## src/rtl/vhc_pkg.sv

```systemverilog
`default_nettype none
package vhc_pkg;
    localparam int SLOTS = 64;
    localparam int IDX_W = $clog2(SLOTS);
    localparam int CNT_W = $clog2(SLOTS + 1);
    localparam int TAG_BITS = 64;
    localparam int ENT_W = 3 * TAG_BITS + 64;
    localparam logic [63:0] FINAL_STAMP = '1;

    typedef enum logic [1:0] {
        KIND_ADD = 2'd0,
        KIND_ERASE = 2'd1,
        KIND_LOOKUP = 2'd2,
        KIND_NONE = 2'd3
    } kind_t;

    typedef struct packed {
        logic [TAG_BITS-1:0] root;
        logic [TAG_BITS-1:0] block;
        logic [TAG_BITS-1:0] voter;
        logic [63:0] stamp;
    } entry_t;

    typedef struct packed {
        logic load;
        logic rd_en;
        logic [IDX_W-1:0] rd_addr;
        logic wr_en;
        logic [IDX_W-1:0] wr_addr;
        logic wr_new;
        logic clr_keep;
        logic check;
    } cmd_t;

    typedef struct packed {
        logic is_root;
        logic drop_add;
        logic same_keep;
        logic lookup_hit;
        kind_t kind;
    } stat_t;
endpackage
`default_nettype wire

```

## src/rtl/vhc_ctrl.sv

```systemverilog
`default_nettype none
module vhc_ctrl (
    input  wire logic           aclk,
    input  wire logic           aresetn,
    input  wire logic           s_valid,
    output logic                s_ready,
    input  wire logic           cfg_valid,
    output logic                cfg_ready,
    input  wire logic [5:0]     cfg_data,
    output vhc_pkg::cmd_t       cmd,
    input  wire vhc_pkg::stat_t stat,
    input  wire logic           keep_new,
    input  wire logic [63:0]    rd_voter,
    input  wire logic [63:0]    rd_stamp,
    output logic                m_valid,
    input  wire logic           m_ready,
    output logic                m_found,
    output logic [63:0]         m_out_voter,
    output logic [63:0]         m_out_stamp,
    output logic                m_stored,
    output logic [6:0]          m_occupancy,
    output logic                m_last
);
    import vhc_pkg::*;

    typedef enum logic [2:0] {
        ST_IDLE, ST_EVICT, ST_READ, ST_CHECK, ST_FINISH, ST_HOLD
    } state_t;

    state_t state_reg;
    logic [5:0] limit_reg;
    logic [CNT_W-1:0] count_reg, rd_reg, wr_reg;
    logic pend_reg;
    logic [63:0] pv_reg, ps_reg;
    logic [CNT_W-1:0] lim;
    logic drop;
    logic out_free;
    logic out_load;
    logic hit_emit;

    assign cfg_ready = 1'b1;
    assign s_ready = state_reg == ST_IDLE && !m_valid;
    assign lim = (CNT_W'(limit_reg) > CNT_W'(SLOTS - 1)) ? CNT_W'(SLOTS - 1)
                                                         : CNT_W'(limit_reg);
    assign out_free = !m_valid || m_ready;
    assign hit_emit = state_reg == ST_CHECK && stat.kind == KIND_LOOKUP
                      && stat.lookup_hit && pend_reg;
    assign out_load = (hit_emit || state_reg == ST_FINISH) && out_free;

    always_comb begin
        unique case (stat.kind)
            KIND_ADD: drop = stat.drop_add;
            KIND_ERASE: drop = stat.is_root;
            default: drop = 1'b0;
        endcase
    end

    always_comb begin
        cmd = '0;
        cmd.load = s_valid && s_ready;
        cmd.clr_keep = cmd.load;
        cmd.check = state_reg == ST_CHECK;
        cmd.rd_en = state_reg == ST_READ;
        cmd.rd_addr = rd_reg[IDX_W-1:0];
        if (state_reg == ST_CHECK && !drop
            && (stat.kind == KIND_ADD || stat.kind == KIND_ERASE)) begin
            cmd.wr_en = 1'b1;
            cmd.wr_addr = wr_reg[IDX_W-1:0];
        end
        if (state_reg == ST_FINISH && stat.kind == KIND_ADD && keep_new) begin
            cmd.wr_en = 1'b1;
            cmd.wr_new = 1'b1;
            cmd.wr_addr = wr_reg[IDX_W-1:0];
        end
    end

    always_ff @(posedge aclk) begin
        if (!aresetn) begin
            state_reg <= ST_IDLE;
            limit_reg <= 6'd63;
            count_reg <= '0;
            m_valid <= 1'b0;
            pend_reg <= 1'b0;
        end else begin
            if (cfg_valid && cfg_ready) begin
                limit_reg <= cfg_data;
            end
            if (m_valid && m_ready && !out_load) begin
                m_valid <= 1'b0;
            end
            unique case (state_reg)
                ST_IDLE: begin
                    if (cmd.load) begin
                        state_reg <= ST_EVICT;
                        pend_reg <= 1'b0;
                    end
                end
                ST_EVICT: begin
                    if (stat.kind == KIND_ADD && count_reg > lim) begin
                        rd_reg <= count_reg - lim;
                    end else begin
                        rd_reg <= '0;
                    end
                    wr_reg <= '0;
                    state_reg <= ST_READ;
                end
                ST_READ: begin
                    if (rd_reg >= count_reg) begin
                        state_reg <= ST_FINISH;
                    end else begin
                        state_reg <= ST_CHECK;
                    end
                end
                ST_CHECK: begin
                    if (!(hit_emit && !out_free)) begin
                        rd_reg <= rd_reg + 1'b1;
                        if (!drop) begin
                            wr_reg <= wr_reg + 1'b1;
                        end
                        state_reg <= ST_READ;
                        if (stat.kind == KIND_LOOKUP && stat.lookup_hit) begin
                            if (pend_reg) begin
                                m_valid <= 1'b1;
                                m_found <= 1'b1;
                                m_out_voter <= pv_reg;
                                m_out_stamp <= ps_reg;
                                m_stored <= 1'b0;
                                m_occupancy <= 7'(count_reg);
                                m_last <= 1'b0;
                            end
                            pend_reg <= 1'b1;
                            pv_reg <= rd_voter;
                            ps_reg <= rd_stamp;
                        end
                    end
                end
                ST_FINISH: begin
                    if (out_free) begin
                        logic [CNT_W-1:0] nc;
                        nc = wr_reg;
                        if (stat.kind == KIND_ADD && keep_new) begin
                            nc = wr_reg + 1'b1;
                        end
                        if (stat.kind == KIND_ADD || stat.kind == KIND_ERASE) begin
                            count_reg <= nc;
                        end
                        m_valid <= 1'b1;
                        m_found <= pend_reg;
                        m_out_voter <= pend_reg ? pv_reg : 64'd0;
                        m_out_stamp <= pend_reg ? ps_reg : 64'd0;
                        m_stored <= stat.kind == KIND_ADD && keep_new;
                        m_occupancy <= (stat.kind == KIND_ADD || stat.kind == KIND_ERASE)
                                       ? 7'(nc) : 7'(count_reg);
                        m_last <= 1'b1;
                        state_reg <= ST_HOLD;
                    end
                end
                ST_HOLD: begin
                    state_reg <= ST_IDLE;
                end
                default: state_reg <= ST_IDLE;
            endcase
        end
    end
endmodule
`default_nettype wire

```

## config.mk

```make
export PLATFORM = sky130hd
export DESIGN_NAME = vhc_ctrl
export DESIGN_NICKNAME = d
export VERILOG_FILES = /design/src/rtl/vhc_pkg.sv /design/src/rtl/vhc_ctrl.sv
export SDC_FILE = /design/constraint.sdc
export NUM_CORES = 1
export LEC_CHECK = 0
export BUFFER_PORTS_ARGS = -buffer_cell sky130_fd_sc_hd__buf_2
export CAP_MARGIN = 20
export CORE_MARGIN = 10
export CORE_UTILIZATION = 40
export DETAILED_ROUTE_END_ITERATION = 16
export GPL_TIMING_DRIVEN = 0
export MAX_ROUTING_LAYER = met4
export PLACE_DENSITY = 0.63
export SLEW_MARGIN = 20
export SYNTH_ARGS = -nofsm -noshare
export SYNTH_HDL_FRONTEND = slang
export SYNTH_SLANG_ARGS = --single-unit
```

## constraint.sdc

```tcl
create_clock -name aclk -period 11.7 [get_ports aclk]
set_input_delay 1.17 -clock aclk [delete_from_list [all_inputs] [get_ports aclk]]
set_output_delay 1.17 -clock aclk [all_outputs]
set_load 0.005 [all_outputs]
```

==> reports/results.txt <==
The die covers 35100 um2. For this run, design rule violations remaining after detail routing come to 0. The tools report the total placed instance area as 13400 um2. The cell count after placement was 1376; the starting density of the core was 40.5%. The cell area after synthesis came out at 11200 um2.

Final critical delay including setup and external delays: 3.51 ns. The run gives 47 as the largest net degree at the start of global routing. The number of input and output port buffers inserted is 301. The tools report the number of filler cells placed in the layout as 2299. The class of the most critical setup path was input pin to primary output. The number of placement rows was 61. The number of setup buffers added after CTS is 0. For the number of clock sinks, the log shows 298. The share of the Yosys chip area taken by registers is 78.2%. The run gives 392 as the number of violations reported at the end of detailed-routing iteration 0. The finished layout holds 1444 standard cells, fillers aside.

The run gives 27700 um2 as the core region area. The clock arrives with 0.0206 ns of skew. The most critical setup path has its startpoint at stat[0]. The library cells used most frequently in the layout, excluding fill and tap cells, are 318 x buf_2, 280 x edfxtp_1, 137 x and2_1. Total number of H-tree levels: 2.

The number of max-cap violations is 0. The design draws 2.51 mW. The final setup slack of the worst path was 8.19 ns.

Routability-driven placement finished with a final weighted congestion of 0.858. Setup violations remaining at the end of the flow were counted as 0. The register bit total from synthesis is 298, and the routed wire length per instance is 18.1 um.

In the global route stage, met1 resource usage came out at 17.1%. Yosys mapped the design onto 52 distinct sky130hd cell types. Among all flip-flop cells after synthesis, the most frequent one is edfxtp_1. Global routing used 14.8% of the available tracks across all layers.

For this design the ratio of total power to cell area is 173 nW/um2. The average vias per placed instance was 4.54; the top fanout value on the critical path was 7. The number of hold buffers added after CTS was 0. The run gives 6731 as the via count of the first global-routing pass. The root buffer cell chosen for the clock tree is clkbuf_16.

The library cell used most frequently in the layout, excluding fill and tap cells, is buf_2. The flow ran to the end, and the final reports show no timing, DRC or antenna violations. The post-placement worst setup slack came out at 8.18 ns. In the global route stage, met3 resource usage came out at 4.59%.

The first global-routing pass estimated 39.1 mm of wire. Slew of the pin with the lowest slew margin: 0.782 ns. STA classifies the critical path startpoint as an input pin. Summed over all cells, the static leakage comes to 5.49 nW. The number of cells on the worst reg-to-reg path is 9. The number of optimization iterations in the first detailed-route pass was 4. The insertion delay to the later sink of the worst-skew pair is 0.51 ns. TritonCTS built the clock tree. The number of nets handed over by synthesis was 851.

The synthesized design contains 280 enable-type register cells. Final global-route overflow total: 0. In this run the worst hold path is classified as flop to flop.

After legalization and detailed placement, the total HPWL measured 19.5 mm. STA classifies the critical path endpoint as a primary output. In the synthesized netlist the async set-or-reset flop fraction comes to 0%.

Across the VDD grid, the largest voltage drop is 105 uV. In the final layout, the share of cells above drive strength 1 is 38.2%. The worst register-to-register path begins at state_reg[0]$_SDFFE_PN0P_. In this run the vertical extent of the chip is 187 um. The worst-case clock buffer depth is 3.

During I/O placement, the number of pins put on the boundary was 305. Once detail routing completed, the nets flagged for antenna violations numbered 0. The sum of routed wire length over all layers is 26.1 mm. The run gives 6555 as the via count. Data on the critical path is required at its endpoint by 10.53 ns. The routing usage on met2 is 23.4%. Summing all non-filler instances in the final layout gives an area of 14500 um2. Across all register-to-register paths, the minimum setup slack is 8.93 ns. Based on the critical path, the design can be clocked at up to 285 MHz. The warning count from the yosys run is 0, and the die width is 187 um.

For this run, the post-layout net count is 1196. The number of antenna violations at the first check in global routing is 7, and the clock buffer count from CTS is 34. The terminus of the critical flop-to-flop path is m_out_voter[46]$_DFFE_PP_. Of the available clock period, the critical path in the final layout requires 30.0%. Setup repair after global routing left no endpoint under its margin. The growth of design area from synthesis to finish is 29.6%. The per-instance average area after synthesis was 16.3 um2; the number of instances in the synthesized netlist was 689. In this run the worst setup path terminates at cmd[8].

In this run the most used layer during global routing was met2. Clock-pin slew was measured on the worst setup and hold paths at 0.05 ns. Headroom to the max-slew limit came out at 47.9%. Data arrives at the worst endpoint at 2.34 ns. The final hold violation count is 0, and the post-cts repair resize count is 0. Number of max-slew violations in the final report: 0.
[worst min-delay path by stage]
stage / from / end / slack [ns] / depth (start not counted)
4_1_cts: limit_reg[0]$_SDFFE_PN1P_ / limit_reg[0]$_SDFFE_PN1P_ / 0.49 / 2
5_1_grt: ps_reg[18]$_DFFE_PP_ / m_out_stamp[18]$_DFFE_PP_ / 0.52 / 1
2_1_floorplan: limit_reg[0]$_SDFFE_PN1P_ / limit_reg[0]$_SDFFE_PN1P_ / 0.45 / 2
3_5_place_dp: limit_reg[0]$_SDFFE_PN1P_ / limit_reg[0]$_SDFFE_PN1P_ / 0.48 / 2
3_3_place_gp: limit_reg[0]$_SDFFE_PN1P_ / limit_reg[0]$_SDFFE_PN1P_ / 0.47 / 2
6_report: limit_reg[0]$_SDFFE_PN1P_ / limit_reg[0]$_SDFFE_PN1P_ / 0.48 / 2
[cells by family (layout without fill, tap and decap cells)]
logic type                 after synthesis  count (layout)  synth area share [%]
AOI/OAI and AO/OA                       66              66                  4.09
xor gates and xnor gates                18              18                  1.41
and+or+nand+nor                        236             236                  11.9
adders and majority gates               16              16                  1.85
DFF                                    298             298                  78.2
muxes                                    3               3                 0.279
buffers and inverters                   51             421                  2.23
other                                    1               8                0.0334
[synthesized netlist by cell type, drive strengths merged (2+ instances only)]
cell | instances | share of area [%]
o211ai | 8 | 0.54
nand2b | 4 | 0.22
nor2 | 36 | 1.3
xnor2 | 10 | 0.78
a211oi | 6 | 0.40
dfxtp | 18 | 3.2
o32ai | 2 | 0.32
xor2 | 8 | 0.62
o41ai | 2 | 0.22
o21ai | 14 | 0.66
nor2b | 5 | 0.30
a21o | 2 | 0.13
and3 | 4 | 0.22
ha | 15 | 1.7
nor3 | 3 | 0.28
o21bai | 2 | 0.13
a21oi | 15 | 0.70
or3 | 2 | 0.11
o21a | 2 | 0.13
o31ai | 7 | 0.47
inv | 20 | 0.67
nand3 | 10 | 0.45
buf | 27 | 1.4
a31oi | 2 | 0.11
clkbuf | 4 | 0.13
nand4 | 3 | 0.17
edfxtp | 280 | 75
nand2 | 30 | 1.1
o22ai | 2 | 0.11
mux2i | 2 | 0.18
and2 | 137 | 7.6
[where the power goes]
part	internal [mW]	switching (mW)	total, mW	leakage [nW]
sequential	1.22	0.0239	1.24	2.68
clock	0.613	0.411	1.02	0.528
combinational	0.110	0.136	0.247	2.29
[area by class of cell]
type                       count  area (um2)  share of cell area (%)
sequential                   298        8770                    60.3
multi-input combinational    340        2220                    15.2
timing repair buffer         309        1730                    11.9
clock buffer                  41         887                    6.10
tap                          378         473                    3.25
clock inverter                20         204                    1.40
buffer                        31         175                    1.20
inverter                      20        75.1                   0.516
antenna                        7        17.5                   0.120
[per-stage QoR]
| step | TNS [ns] | hold WS, ns | utilization [%] |
|---|---|---|---|
| finish | 0 | 0.483 | 52.5 |
| global route | 0 | 0.522 | 52.5 |
| CTS | 0 | 0.495 | 52.4 |
| detailed placement | 0 | 0.475 | 48.5 |
| global placement | -117.27 | 0.473 | 47.6 |
| floorplan | 0 | 0.448 | - |
[critical path, cell delays in order]
cell and delay [ns]:
buf_2 0.14, mux2_2 0.40, o32ai_4 0.32, and2_1 0.19, buf_2 0.11
[layer usage]
layer	vias to the layer above	wire length (um)
met1	3045	10600
met4	0	839
met5	-	0
met2	254	12500
met3	55	2080
li1	3201	-
(Power assumes the default switching activity.)
